[config.mk]
export PLATFORM = sky130hd
export DESIGN_NAME = touch_wheel_swipe_detector_unit
export DESIGN_NICKNAME = d
export VERILOG_FILES = /design/src/rtl/tws_pkg.sv /design/src/rtl/tws_step.sv /design/src/rtl/touch_wheel_swipe_detector_unit.sv
export SDC_FILE = /design/constraint.sdc
export NUM_CORES = 1
export LEC_CHECK = 0
export BUFFER_PORTS_ARGS = -buffer_cell sky130_fd_sc_hd__buf_4
export CAP_MARGIN = 20
export CORE_ASPECT_RATIO = 1.25
export CORE_MARGIN = 2
export CORE_UTILIZATION = 35
export DETAILED_ROUTE_END_ITERATION = 10
export PLACE_DENSITY_LB_ADDON = 0.1
export SLEW_MARGIN = 40
export SYNTH_ARGS = -nofsm -noshare
export SYNTH_HDL_FRONTEND = slang
export SYNTH_HIERARCHICAL = 1
export SYNTH_SLANG_ARGS = --single-unit
[constraint.sdc]
create_clock -name aclk -period 5 [get_ports aclk]
set_clock_uncertainty 0.2 [all_clocks]
set_input_delay 1.25 -clock aclk [delete_from_list [all_inputs] [get_ports aclk]]
set_output_delay 1.25 -clock aclk [all_outputs]
set_load 0.005 [all_outputs]
[src/rtl/tws_pkg.sv]
`timescale 1ns / 1ps

package tws_pkg;

    // Configuration register indexes
    localparam logic [1:0] REG_SETTLE_COUNT    = 2'd0;
    localparam logic [1:0] REG_JUMP_LIMIT      = 2'd1;
    localparam logic [1:0] REG_SWIPE_THRESHOLD = 2'd2;

    // Reset values of the configuration registers
    localparam logic [1:0] SETTLE_COUNT_RST    = 2'd3;
    localparam logic [3:0] JUMP_LIMIT_RST      = 4'd5;
    localparam logic [3:0] SWIPE_THRESHOLD_RST = 4'd8;

    // Wrap detection: near end and far end of the wheel
    localparam logic [3:0] NEAR_END_MAX = 4'd3;
    localparam logic [3:0] FAR_END_MIN  = 4'd12;
    localparam logic [3:0] WRAP_POS     = 4'd15;

    localparam int IN_TDATA_W  = 8;
    localparam int OUT_TDATA_W = 16;

    // Touch context held between scan ticks
    typedef struct packed {
        logic       released;
        logic [1:0] settle_counter;
        logic       held_valid;
        logic [3:0] held_position;
        logic [2:0] prior_zone;
        logic       tracking;
        logic [3:0] start_position;
        logic [3:0] end_position;
        logic [3:0] max_excursion;
        logic [3:0] previous_position;
    } ctx_t;

    // One result per scan tick
    typedef struct packed {
        logic       swipe_down;
        logic       swipe_valid;
        logic       all_dark;
        logic [2:0] old_zone;
        logic       zone_changed;
        logic [2:0] lit_zone;
        logic       sample_accepted;
    } res_t;

    // Runtime settings
    typedef struct packed {
        logic [1:0] settle_count;
        logic [3:0] jump_limit;
        logic [3:0] swipe_threshold;
    } cfg_t;

    function automatic logic [3:0] absdiff4(input logic [3:0] a, input logic [3:0] b);
        absdiff4 = (a > b) ? (a - b) : (b - a);
    endfunction

    // LED zone of a wheel position
    function automatic logic [2:0] zone_of(input logic [3:0] p);
        logic [2:0] z;
        z = 3'd7;
        if (p < 4'd1)        z = 3'd1;
        else if (p < 4'd4)   z = 3'd2;
        else if (p < 4'd8)   z = 3'd3;
        else if (p < 4'd11)  z = 3'd4;
        else if (p < 4'd14)  z = 3'd5;
        else if (p == 4'd14) z = 3'd6;
        zone_of = z;
    endfunction

    // Context after release or reset
    function automatic ctx_t ctx_idle();
        ctx_t c;
        c = '0;
        c.released = 1'b1;
        ctx_idle = c;
    endfunction

endpackage

[src/rtl/tws_step.sv]
`timescale 1ns / 1ps

module tws_step import tws_pkg::*; (
    input  cfg_t       cfg,
    input  ctx_t       ctx,
    input  logic       touch_detected,
    input  logic [3:0] wheel_pos,
    output ctx_t       ctx_next,
    output res_t       res
);

    logic       take;
    logic [2:0] zone;
    logic [3:0] excursion;

    assign zone      = zone_of(wheel_pos);
    assign excursion = absdiff4(ctx.start_position, wheel_pos);

    // Settle / jump filter
    always_comb begin
        take = 1'b0;
        if (touch_detected && ctx.settle_counter >= cfg.settle_count) begin
            if (!ctx.held_valid) begin
                take = 1'b1;
            end else if (absdiff4(ctx.held_position, wheel_pos) < cfg.jump_limit) begin
                take = 1'b1;
            end
        end
    end

    // Context update and result
    always_comb begin
        ctx_next = ctx;
        res      = '0;
        if (touch_detected) begin
            ctx_next.released = 1'b0;
            if (ctx.settle_counter < cfg.settle_count) begin
                ctx_next.settle_counter = ctx.settle_counter + 2'd1;
            end else if (!ctx.held_valid) begin
                ctx_next.held_valid = 1'b1;
            end
            if (take) begin
                res.sample_accepted    = 1'b1;
                ctx_next.held_position = wheel_pos;
                if (zone != ctx.prior_zone) begin
                    res.zone_changed    = 1'b1;
                    res.old_zone        = ctx.prior_zone;
                    ctx_next.prior_zone = zone;
                end
                if (!ctx.tracking) begin
                    ctx_next.tracking       = 1'b1;
                    ctx_next.start_position = wheel_pos;
                end else if (ctx.previous_position <= NEAR_END_MAX &&
                             wheel_pos >= FAR_END_MIN) begin
                    // near-to-far jump: treat as wrap
                    ctx_next.held_position  = WRAP_POS;
                    ctx_next.start_position = WRAP_POS;
                end else if (excursion > ctx.max_excursion) begin
                    ctx_next.end_position  = wheel_pos;
                    ctx_next.max_excursion = excursion;
                end
                ctx_next.previous_position = ctx_next.held_position;
            end
            res.lit_zone = ctx_next.prior_zone;
        end else if (!ctx.released) begin
            // release tick
            res.all_dark = 1'b1;
            if (ctx.max_excursion >= cfg.swipe_threshold) begin
                res.swipe_valid = 1'b1;
                res.swipe_down  = (ctx.start_position <= ctx.end_position);
            end
            ctx_next = ctx_idle();
        end
    end

endmodule

[src/rtl/touch_wheel_swipe_detector_unit.sv]
`timescale 1ns / 1ps

// Touch wheel swipe detector.
// s_ channel: one request per sensor scan tick (touch flag and wheel position).
// m_ channel: one result per request: accepted flag, LED zone lit/changed,
//   release (all dark) and swipe report with direction.
// cfg port: settle_count (0), jump_limit (1), swipe_threshold (2); write only
//   while no request is in flight.
// A request taken into the input register passes through the step logic into the
//   result register, which drives m_. Throughput: one request per cycle while
//   m_ is not stalled; the touch context is updated by the combinational step logic.
// Reset (aresetn low, synchronous): both channels empty, touch context
//   released and cleared, settings back to 3 / 5 / 8.
// When m_tready is low the result register holds; one more request is taken
//   into the input register, then s_tready drops until the result is taken.
module touch_wheel_swipe_detector_unit import tws_pkg::*; (
    input  logic                   aclk,
    input  logic                   aresetn,
    // config write port
    input  logic                   cfg_wr_en,
    input  logic [1:0]             cfg_addr,
    input  logic [3:0]             cfg_wdata,
    // input stream
    input  logic                   s_tvalid,
    output logic                   s_tready,
    // [0] touch_detected, [4:1] position, [7:5] zero
    input  logic [IN_TDATA_W-1:0]  s_tdata,
    // result stream
    output logic                   m_tvalid,
    input  logic                   m_tready,
    // [0] sample_accepted, [3:1] lit_zone, [4] zone_changed, [7:5] old_zone,
    // [8] all_dark, [9] swipe_valid, [10] swipe_down, [15:11] zero
    output logic [OUT_TDATA_W-1:0] m_tdata
);

    cfg_t       cfg_reg;
    ctx_t       ctx_reg, ctx_next;
    res_t       res_next, res_reg;
    logic       in_valid_reg;
    logic       in_touch_reg;
    logic [3:0] in_pos_reg;
    logic       out_valid_reg;
    logic       fire;

    assign fire     = in_valid_reg && (!out_valid_reg || m_tready);
    assign s_tready = !in_valid_reg || fire;

    // settings
    always_ff @(posedge aclk) begin
        if (!aresetn) begin
            cfg_reg.settle_count    <= SETTLE_COUNT_RST;
            cfg_reg.jump_limit      <= JUMP_LIMIT_RST;
            cfg_reg.swipe_threshold <= SWIPE_THRESHOLD_RST;
        end else if (cfg_wr_en) begin
            case (cfg_addr)
                REG_SETTLE_COUNT:    cfg_reg.settle_count    <= cfg_wdata[1:0];
                REG_JUMP_LIMIT:      cfg_reg.jump_limit      <= cfg_wdata;
                REG_SWIPE_THRESHOLD: cfg_reg.swipe_threshold <= cfg_wdata;
                default: ;
            endcase
        end
    end

    // input register
    always_ff @(posedge aclk) begin
        if (!aresetn) begin
            in_valid_reg <= 1'b0;
        end else if (s_tready) begin
            in_valid_reg <= s_tvalid;
        end
    end

    always_ff @(posedge aclk) begin
        if (s_tvalid && s_tready) begin
            in_touch_reg <= s_tdata[0];
            in_pos_reg   <= s_tdata[4:1];
        end
    end

    tws_step u_step (
        .cfg            (cfg_reg),
        .ctx            (ctx_reg),
        .touch_detected (in_touch_reg),
        .wheel_pos      (in_pos_reg),
        .ctx_next       (ctx_next),
        .res            (res_next)
    );

    // touch context
    always_ff @(posedge aclk) begin
        if (!aresetn) begin
            ctx_reg <= ctx_idle();
        end else if (fire) begin
            ctx_reg <= ctx_next;
        end
    end

    // result register
    always_ff @(posedge aclk) begin
        if (!aresetn) begin
            out_valid_reg <= 1'b0;
        end else if (fire) begin
            out_valid_reg <= 1'b1;
        end else if (m_tready) begin
            out_valid_reg <= 1'b0;
        end
    end

    always_ff @(posedge aclk) begin
        if (fire) begin
            res_reg <= res_next;
        end
    end

    assign m_tvalid = out_valid_reg;
    assign m_tdata  = {{(OUT_TDATA_W - $bits(res_t)){1'b0}}, res_reg};

endmodule

Yosys cells after proc, flatten, opt, wreduce, memory -nomap -nowiden
Cells that the tools add are included.
Widths: inputs -> output; s select.

storage, ports and cells
  bits in registers = 56
  bits of input ports = 19
  output and inout bits = 18
  word-level logic and storage cells = 110

operators by class
  add/sub/neg operators = 5
  order comparisons = 15
  equality and inequality tests = 12
  mux-type cells = 30
  bitwise operators = 1
  reduce and logical (&&, ||, !) cells = 23

operators by type and width
  kind                count
  $mux 28             1
  $mux 27             1
  $mux 24             1
  $mux 4              6
  $mux 8              3
  $mux 3              6
  $sub 4x4->4         4
  $gt 4x4->1          3
  $lt 4x4->1 const B  3
  $reduce_and 3->1    4
  $mux 1              11
  $reduce_and 2->1    5
  $ne 2x1->1 const B  4
  $ne 2x2->1 const B  3
  $reduce_and 6->1    1
  $eq 4x4->1 const B  1
  $ge 4x4->1          1
  $ge 4x4->1 const B  1
  $le 4x2->1 const B  1
  $le 4x4->1          1
  $logic_and 1x1->1   4
  $lt 4x1->1 const B  1
  $lt 4x3->1 const B  1
  $lt 4x4->1          1
  16 further kinds    18

Depth between registers and ports, before layout
Gate-level depths: netlist of run 1.

  word-level depth = 11
  mapped depth = 18
  mapped depth without buffers = 17

Hierarchy
Netlist of run 1, hierarchy kept.

by module, submodules not included
  module                           instances  cells each  area each (µm²)  sequential area each (µm²)
  touch_wheel_swipe_detector_unit  1          192         2122.0           1281.2
  tws_step                         1          235         1692.9           0.0

Worst setup path after synthesis of run 1
Ideal clock, no wire load.

  path kind = register -> register
  start point = register in_pos_reg[1]
  end point = register ctx_reg[4] (netlist bit)
  setup time = 118 ps
  arrival time = 3380 ps
  required time = 4682 ps
  path slack = 1302 ps
  cell stages (with the launch flop) = 18
  path buffers = 2
  clock period less this slack = 3698 ps
  cells stage by stage = edfxtp_1 buf_2 inv_1 fa_1 a21o_1 a21oi_1 a41oi_1 mux2i_1 xnor2_1 ha_1 a21o_1 a31oi_1 o211a_1 buf_4 a211oi_1 a221o_1 nand2_1 mux2i_1

RTL lines
  element                 RTL line                               RTL
  from (decl)             touch_wheel_swipe_detector_unit.sv:41  logic [3:0] in_pos_reg;
  from (signal assigned)  touch_wheel_swipe_detector_unit.sv:76  in_pos_reg <= s_tdata[4:1];
  to (signal assigned)    touch_wheel_swipe_detector_unit.sv:92  ctx_reg <= ctx_idle();
  to (signal assigned)    touch_wheel_swipe_detector_unit.sv:94  ctx_reg <= ctx_next;
  to (decl)               touch_wheel_swipe_detector_unit.sv:37  ctx_t ctx_reg, ctx_next;

==> out/results.ini, run 1 <==
[final_layout]
finish.utilization = 0.396
nNetsFinal = 488
largest_reg_flops = 26
layout-area-overhead-vs-synth_pct = 11.2
drive_gt1_frac = 0.129
antennaDiodeCount = 0

[die]
io_pins = 37
start_util = 0.356
die_w_microns = 96.3
die_h_microns = 119
core_sq_um = 10500
rows = 42
die_area_sq_um = 11500

[worst_hold_path]
min_path_type = reg -> reg

[place]
gp_congestion = 0.809
dp_hpwl_mm = 6.07
io_buffer_count = 28

[routing]
vias = 2883
first_pass_iters = 4
drt_iter0_markers = 128
wire_per_inst_microns = 14.9
ant_nets = 0
drc = 0
drt-vias-per-instance = 5.08
drt-total-wl_mm = 8.45

[sta]
min_period_ps = 4250
hold_viol_final = 0
maxSlewViolCount = 0
slew_headroom = 0.489
tightest_slew_ps = 767
tns_ps = 0
max_freq_mhz = 235
min_period_over_period = 0.849
finalSetupViolCount = 0
rsz0062_at_grt = no

[clock_network]
cts.htree.levels = 2
clk_latency_ps = 300
cts_root_buf = clkbuf_16
cts_resized = 0
clkSinkCount = 54
tritoncts = yes
clk_pin_slew_worst_paths_ps = 70
numCtsBuffers = 5
postCtsSetupBuffers = 0
cts-hold-fix-buffers = 0
clk_path_buf_depth = 2

[worst_setup_path]
end_kind = flop
path_max_fanout = 13
worstSetupPathType = reg -> reg
critPathLaunchType = flop
cp.required_ps = 5030
arrival_ps = 4280

[global_routing]
grt_pass1_vias = 2749
grt_max_degree = 68
grt_pass1_wl_mm = 14.2
antenna_found_initial = 0
grt_overflow = 0
track_usage = 0.159

[power]
p_per_area_nw_per_um2 = 239
ir_worst_vdd_mv = 0.114
leakagePower_uw = 0.00170

[status]
status = finished clean

[flow_run]
timing.max_cap.violations = 0

[synth]
yosys_warnings = 6
synthCells = 417
syn_avg_cell_area_sq_um = 8.93
netlist_area_sq_um = 3720

-- final timing paths --
path	startpoint	depth (start not counted)	slack (ps)	endpoint
worst max-delay path	in_pos_reg[3]$_DFFE_PP_	14	750	ctx_reg[4]$_SDFFE_PN0P_
worst min-delay path	cfg_reg[2]$_SDFFE_PN0P_	2	270	cfg_reg[2]$_SDFFE_PN0P_
worst max register to register	in_pos_reg[3]$_DFFE_PP_	14	750	ctx_reg[4]$_SDFFE_PN0P_
worst min register to register	cfg_reg[2]$_SDFFE_PN0P_	2	270	cfg_reg[2]$_SDFFE_PN0P_
-- stage by stage --
| step | area [sq um] | power [uW] | instances | setup slack (ps) | hold slack, ps |
|---|---|---|---|---|---|
| finish | 4140 | 989 | 567 | 754 | 270 |
| global placement | 3970 | 607 | 559 | 725 | 262 |
| global route | 4140 | 1040 | 567 | 439 | 295 |
| detailed placement | 3980 | 609 | 559 | 772 | 263 |
| floorplan | 3740 | 574 | 421 | 1300 | 242 |
| CTS | 4140 | 1010 | 567 | 734 | 276 |
-- where the power goes --
| group | switching (uW) | internal (uW) |
|---|---|---|
| combinational | 73.4 | 52.6 |
| sequential | 10.2 | 461 |
| clock | 161 | 231 |
-- layout by cell type (no fill, tap or decap), drive strengths merged, types with 3 or more instances in the layout --
cell,instances
nor2,9
mux2i,36
fa,4
nand2b,3
buf,33
clkbuf,8
edfxtp,16
conb,5
and2,4
and3,4
nand3b,5
nor2b,8
a2bb2oi,4
o311ai,7
nand2,80
a211oi,3
a22o,5
or2,4
ha,31
nand4,8
a21o,10
a21oi,16
inv,36
nand3,13
o21ai,12
dfxtp,38
-- area by class of cell --
cell class / instances / area (sq um)
multi-input combinational: 304 / 2190
timing repair buffer: 33 / 248
clock buffer: 8 / 168
sequential: 54 / 1240
fill: 1052 / 6310
tap: 132 / 165
inverter: 36 / 135
-- layer usage --
| layer | wire [microns] | part of all wire | vias up | track usage |
|---|---|---|---|---|
| li1 | - | - | 1482 | - |
| met1 | 3830 | 0.45 | 1334 | 0.213 |
| met2 | 4190 | 0.50 | 56 | 0.260 |
| met3 | 257 | 0.030 | 11 | 0.0247 |
| met4 | 167 | 0.020 | 0 | 0.0491 |
| met5 | 0 | 0 | - | 0 |
-- critical path: stages, from the launching register on --
cell and delay, ps:
edfxtp_1 710, inv_2 150, ha_1 370, a21oi_1 80, a41oi_1 360, mux2i_1 260, xnor2_1 140, ha_1 260
a21o_1 180, a31oi_1 250, o211a_1 420, and2_1 400, a221o_1 210, nand2_1 50, mux2i_1 140
Note: power is estimated with default switching activity, not from simulation.
==> inputs of run 2 (changes only) <==
Clock period 5 ns to 3.45 ns, I/O delays scaled along.
==> run 2 against run 1 <==
The flow now finishes with violations (setup timing). Wire length grew 5.7%. Sequential power grew 45%. Critical path depth grew 3. Count of clock-buffer cells in the layout is the same. Total power grew 54%. Hold slack gained 5.6 ps. Sequential share of layout area shrank 2.9 points. Clock power grew 58%. Utilization grew 4.2 points. Via count grew 7.8%. Flip-flop and latch count is the same. Largest cell class unchanged.
==> out/results.ini, run 2 (same netlist as run 1, synthesis figures left out) <==
[final_layout]
finish.utilization = 0.438  ; +0.0421
largest_reg_flops = 26  ; unchanged
final_common_cell = nand2_1
nNetsFinal = 522  ; +7.0%
layout-area-overhead-vs-synth_pct = 23.0
layout_common_cells = nand2_1, buf_4, dfxtp_1
drive_gt1_frac = 0.241  ; +0.112
stdcell_count = 601  ; +6.0%
antennaDiodeCount = 0  ; unchanged

[worst_setup_path]
rr_endpoint = ctx_reg[17]$_SDFFE_PN0P_
arrival_ps = 3550  ; -730 ps
worstSetupPathType = reg -> reg
path_max_fanout = 5  ; -8
reg2reg_depth = 17  ; +3
r2r-start = in_pos_reg[0]$_DFFE_PP_
end_kind = flop
ff2ff_setup_slack_ps = -150  ; -900 ps
critPathLaunchType = flop
worstSetupStartpoint = in_pos_reg[0]$_DFFE_PP_
cp.required_ps = 3410  ; -1620 ps

[global_routing]
antenna_found_initial = 0  ; unchanged
track_usage = 0.165  ; +0.00587
grt_max_degree = 68  ; unchanged
grt_pass1_vias = 3052  ; +11%
grt_overflow = 0  ; unchanged
grt_pass1_wl_mm = 14.7  ; +3.7%

[place]
io_buffer_count = 28  ; unchanged
placed_cells_incl_taps = 588  ; +5.2%
dp_hpwl_mm = 6.56  ; +8.0%
gp_congestion = 0.836  ; +3.4%
place_ws_ps = -253  ; -1020 ps

[power]
p_int_uw = 1150  ; +54%
p_sw_uw = 375  ; +54%
p_sw_frac = 0.246  ; -0.000883
leakagePower_uw = 0.00189  ; +11%
combinationalPowerShare = 0.147  ; +0.020
clkPwrFrac = 0.405  ; +0.009
p_per_area_nw_per_um2 = 332  ; +39%
p_total_uw = 1520  ; +54%
p_seq_frac = 0.448  ; -0.029
ir_worst_vdd_mv = 0.211  ; +84%

[die]
die_h_microns = 119  ; unchanged
die_w_microns = 96.3  ; unchanged
start_util = 0.356  ; unchanged
core_sq_um = 10500  ; unchanged
rows = 42  ; unchanged
die_area_sq_um = 11500  ; unchanged
io_pins = 37  ; unchanged

[clock_network]
tritoncts = yes
cts_root_buf = clkbuf_16
clk_path_buf_depth = 2  ; unchanged
clk_latency_ps = 300  ; about the same
numCtsBuffers = 5  ; unchanged
cts.htree.levels = 2  ; unchanged
clk_pin_slew_worst_paths_ps = 70  ; about the same
clkSinkCount = 54  ; unchanged

[sta]
slew_headroom = 0.447  ; -0.0413
hold_viol_final = 0  ; unchanged
min_period_ps = 3600  ; -648 ps
holdWs_ps = 276  ; +5.61 ps
tightest_slew_ps = 829  ; +62.0 ps
rsz0062_at_grt = yes
min_period_over_period = 1.04  ; +0.194
maxSlewViolCount = 0  ; unchanged
timing.final.ws_setup_ps = -148  ; -902 ps
finalSetupViolCount = 24  ; +24
max_freq_mhz = 278  ; +18%

[routing]
drt-total-wl_mm = 8.94  ; +5.7%
drt_iter0_markers = 108  ; -16%
first_pass_iters = 7  ; +3
drt-vias-per-instance = 5.17  ; +1.7%
vias = 3107  ; +7.8%
drc = 0  ; unchanged
ant_nets = 0  ; unchanged
wire_per_inst_microns = 14.9  ; -0.25%

[worst_hold_path]
hp-start = cfg_reg[5]$_SDFFE_PN0P_
min_path_type = reg -> reg
min_path_cells = 2  ; unchanged
min_to = cfg_reg[5]$_SDFFE_PN0P_

[status]
violations = setup timing
status = finished with violations

[flow_run]
timing.max_cap.violations = 0  ; unchanged

==> run 2: cell types whose count changed in the layout (fill, tap and decap cells not counted), sizes merged <==
cell	change
buf	+34
==> run 2: power groups by stage <==
stage	Clock [uW]	Combinational [uW]	Sequential (uW)
after floorplan	0	145	692
after global routing	664	248	684
after detailed placement	0	208	696
after global placement	0	205	695
after CTS	640	222	681
final	617	224	682
==> run 2: how the worst max path moves through the flow <==
stage	to	slack, ps	depth (start not counted)
after floorplan	ctx_reg[4]$_SDFFE_PN0P_	-20	17
after global placement	ctx_reg[4]$_SDFFE_PN0P_	-150	17
after detailed placement	ctx_reg[14]$_SDFFE_PN0P_	-250	17
after CTS	ctx_reg[17]$_SDFFE_PN0P_	-160	17
after global routing	ctx_reg[4]$_SDFFE_PN0P_	-290	17
final	ctx_reg[17]$_SDFFE_PN0P_	-150	17
==> run 2: critical path, cell delays in order (launching register included) <==
cell and delay (ps):
edfxtp_1 390, ha_2 190, inv_2 40, fa_2 340, a21o_1 180, a21oi_2 160, a41oi_2 80, mux2i_1 220
xnor2_1 100, ha_1 320, a21o_1 160, a31oi_4 50, o211a_4 290, buf_12 140, or2_4 220, a32o_1 250
nand2_1 60, mux2i_1 80
==> run 2: cell type report <==
cell class              count  area, sq um
repair buffers             67          531
clock buffers               8          189
multi-input cells         304         2320
inverters                  36          138
fillers                  1019         5870
well taps                 132          165
flip-flops and latches     54         1240
==> run 2: repair_timing <==
action	4_1_cts	5_1_grt
gates resized for setup	15	10
setup buffers	5	1
setup endpoints to repair	29	30
hold buffers	0	0
pin swaps	3	9
==> run 2: metal layers <==
metal / up-vias / share of wire / GRT usage
met3: 13 / 0.034 / 0.0209
met5: - / 0 / 0
met2: 62 / 0.50 / 0.288
met4: 0 / 0.027 / 0.0634
met1: 1473 / 0.43 / 0.202
li1: 1559 / - / -
==> run 2: metrics by stage <==
step	TNS [ps]	instance area, sq um
after floorplan	-15.1	3780
after global placement	-2750	4230
after detailed placement	-5000	4230
after CTS	-1960	4540
after global routing	-6250	4580
final	-1670	4580
==> inputs of run 3 (changes only) <==
Settings changed: SETUP_SLACK_MARGIN from default to 0.05.
==> run 3 against run 2 <==
The flow still finishes with violations (setup timing). Fmax up 1.7%. Global-route usage grew 0.67 points. Via count up 1.1%. Combinational power rose by 5%. Utilization grew 0.95 points. Non-clock buffer count grew 10. Hold slack got worse by 2.7 ps. Largest power group unchanged. Highest routed layer unchanged.
==> out/results.ini, run 3 (same netlist as run 1, synthesis figures left out) <==
[routing]
wire_per_inst_microns = 15.1  ; +1.3%
drt-total-wl_mm = 9.20  ; +3.0%
drt_iter0_markers = 98  ; -9.3%
first_pass_iters = 4  ; -3
vias = 3140  ; +1.1%
drc = 0  ; unchanged
ant_nets = 0  ; unchanged
drt-vias-per-instance = 5.14  ; -0.59%

[sta]
max_freq_mhz = 283  ; +1.7%
rsz0062_at_grt = yes
hold_viol_final = 0  ; unchanged
tns_ps = -795  ; +873 ps
maxSlewViolCount = 0  ; unchanged
holdWs_ps = 273  ; -2.71 ps
min_period_over_period = 1.03  ; -0.0171
min_period_ps = 3540  ; -59.1 ps
slew_headroom = 0.451  ; +0.00412
timing.final.ws_setup_ps = -89.0  ; +59.1 ps
tightest_slew_ps = 823  ; -6.18 ps
finalSetupViolCount = 19  ; -21%

[place]
gp_congestion = 0.847  ; +1.3%
io_buffer_count = 28  ; unchanged
placed_cells_incl_taps = 591  ; +0.51%
dp_hpwl_mm = 6.54  ; -0.35%
placed_area_sq_um = 4260  ; +0.53%

[clock_network]
cts.htree.levels = 2  ; unchanged
clk_latency_ps = 300  ; about the same
numCtsBuffers = 5  ; unchanged
cts_root_buf = clkbuf_16
clk_path_buf_depth = 2  ; unchanged
clkSinkCount = 54  ; unchanged
clk_pin_slew_worst_paths_ps = 70  ; about the same
tritoncts = yes
cts-hold-fix-buffers = 0  ; unchanged

[die]
io_pins = 37  ; unchanged
die_area_sq_um = 11500  ; unchanged
die_h_microns = 119  ; unchanged
start_util = 0.356  ; unchanged
die_w_microns = 96.3  ; unchanged
rows = 42  ; unchanged
core_sq_um = 10500  ; unchanged

[power]
leakagePower_uw = 0.00194  ; +2.7%
ir_worst_vdd_mv = 0.194  ; -8.1%
p_per_area_nw_per_um2 = 314  ; -5.5%
p_total_uw = 1470  ; -3.4%

[worst_setup_path]
cp_top_family = compound AO/OA/AOI/OAI gates
critPathLaunchType = flop
worstSetupPathType = reg -> reg
rr_endpoint = ctx_reg[4]$_SDFFE_PN0P_
end_kind = flop
ff2ff_setup_slack_ps = -90  ; +60 ps
path_buf_inv = 2  ; unchanged
arrival_ps = 3500  ; -50 ps
reg2reg_depth = 17  ; unchanged
r2r-start = in_pos_reg[0]$_DFFE_PP_
cp_slowest_stage_delay_ps = 420  ; +30 ps
cp.required_ps = 3410  ; about the same
path_cells = ha_2 > inv_2 > fa_2 > a21o_1 > a21oi_2 > a41oi_2 > mux2i_1 > xnor2_1 > ha_1 > a21o_1 > a31oi_4 > o211a_4 > buf_6 > a211oi_1 > a221o_1 > nand2_1 > mux2i_1
path_max_fanout = 8  ; +3
slowest_stage = edfxtp_1

[final_layout]
fin_area_sq_um = 4680  ; +2.2%
stdcell_count = 611  ; +1.7%
final_common_cell = nand2_1
largest_reg_flops = 26  ; unchanged
antennaDiodeCount = 0  ; unchanged
drive_gt1_frac = 0.271  ; +0.0305
nNetsFinal = 532  ; +1.9%
layout_common_cells = nand2_1, buf_4, dfxtp_1
layout-area-overhead-vs-synth_pct = 25.7

[global_routing]
grt_max_degree = 68  ; unchanged
use_met2 = 0.303  ; +0.0148
grt_pass1_wl_mm = 15.2  ; +3.4%
use_met1 = 0.209  ; +0.00634
track_usage = 0.172  ; +0.00675
grt_util_met3 = 0.0228  ; +0.00190
busiest_layer = met2
grt_pass1_vias = 3111  ; +1.9%
antenna_found_initial = 0  ; unchanged
grt_overflow = 0  ; unchanged

[worst_hold_path]
min_to = cfg_reg[7]$_SDFFE_PN0P_
min_path_cells = 2  ; unchanged
min_path_type = reg -> reg
hp-start = cfg_reg[7]$_SDFFE_PN0P_

[status]
status = finished with violations
violations = setup timing

[flow_run]
timing.max_cap.violations = 0  ; unchanged

==> run 3: cell count changes in the layout (fill, tap and decap cells not counted), sizes merged <==
cell | before | now
clkinv | 0 | 2
buf | 67 | 77
clkbuf | 8 | 6
==> run 3: layout make-up <==
class                      count  area, sq um
inverter                      36          138
clock buffer                   6          150
timing repair buffer          77          609
fill                        1040         5780
clock inverter                 2         10.0
tap                          132          165
multi-input combinational    304         2370
sequential                    54         1240
==> run 3: per-layer routing <==
layer | up-vias | routed length, microns
met5 | - | 0
met4 | 0 | 199
met3 | 15 | 275
met2 | 61 | 4790
met1 | 1490 | 3940
li1 | 1574 | -
==> run 3: worst max-delay path by stage <==
stage / startpoint / end / slack, ps / depth (start not counted)
floorplan: in_pos_reg[0]$_DFFE_PP_ / ctx_reg[4]$_SDFFE_PN0P_ / -10 / 17
global placement: in_pos_reg[0]$_DFFE_PP_ / ctx_reg[4]$_SDFFE_PN0P_ / -180 / 17
finish: in_pos_reg[0]$_DFFE_PP_ / ctx_reg[4]$_SDFFE_PN0P_ / -90 / 17
global route: in_pos_reg[0]$_DFFE_PP_ / ctx_reg[4]$_SDFFE_PN0P_ / -290 / 17
detailed placement: in_pos_reg[0]$_DFFE_PP_ / ctx_reg[4]$_SDFFE_PN0P_ / -230 / 17
CTS: in_pos_reg[0]$_DFFE_PP_ / ctx_reg[4]$_SDFFE_PN0P_ / -80 / 17
==> run 3: through the flow <==
stage / util / setup slack [ps]
after floorplan: - / -12.6
after global placement: 0.407 / -183
after detailed placement: 0.407 / -225
after CTS: 0.441 / -81.1
after global routing: 0.448 / -293
final: 0.448 / -89.0
==> run 3: report_power, final <==
group / internal [uW] / switching [uW]
sequential: 668 / 13.2
combinational: 109 / 126
clock: 311 / 243
total: 1090 / 383
==> run 3: worst register-to-register path: cells and delay by family (launching register included) <==
| kind | cells | cell delay, ps |
|---|---|---|
| muxes | 2 | 310 |
| AOI/OAI and AO/OA | 8 | 1370 |
| xor gates and xnor gates | 1 | 150 |
| DFF | 1 | 420 |
| buffers and inverters | 2 | 210 |
| adders and majority gates | 3 | 680 |
| and+or+nand+nor | 1 | 60 |
==> run 3: repair_timing <==
| item | in CTS | in global routing |
|---|---|---|
| pin swaps | 14 | 9 |
| setup buffers | 9 | 4 |
| setup endpoints to repair | 27 | 30 |
| resized for setup | 27 | 7 |
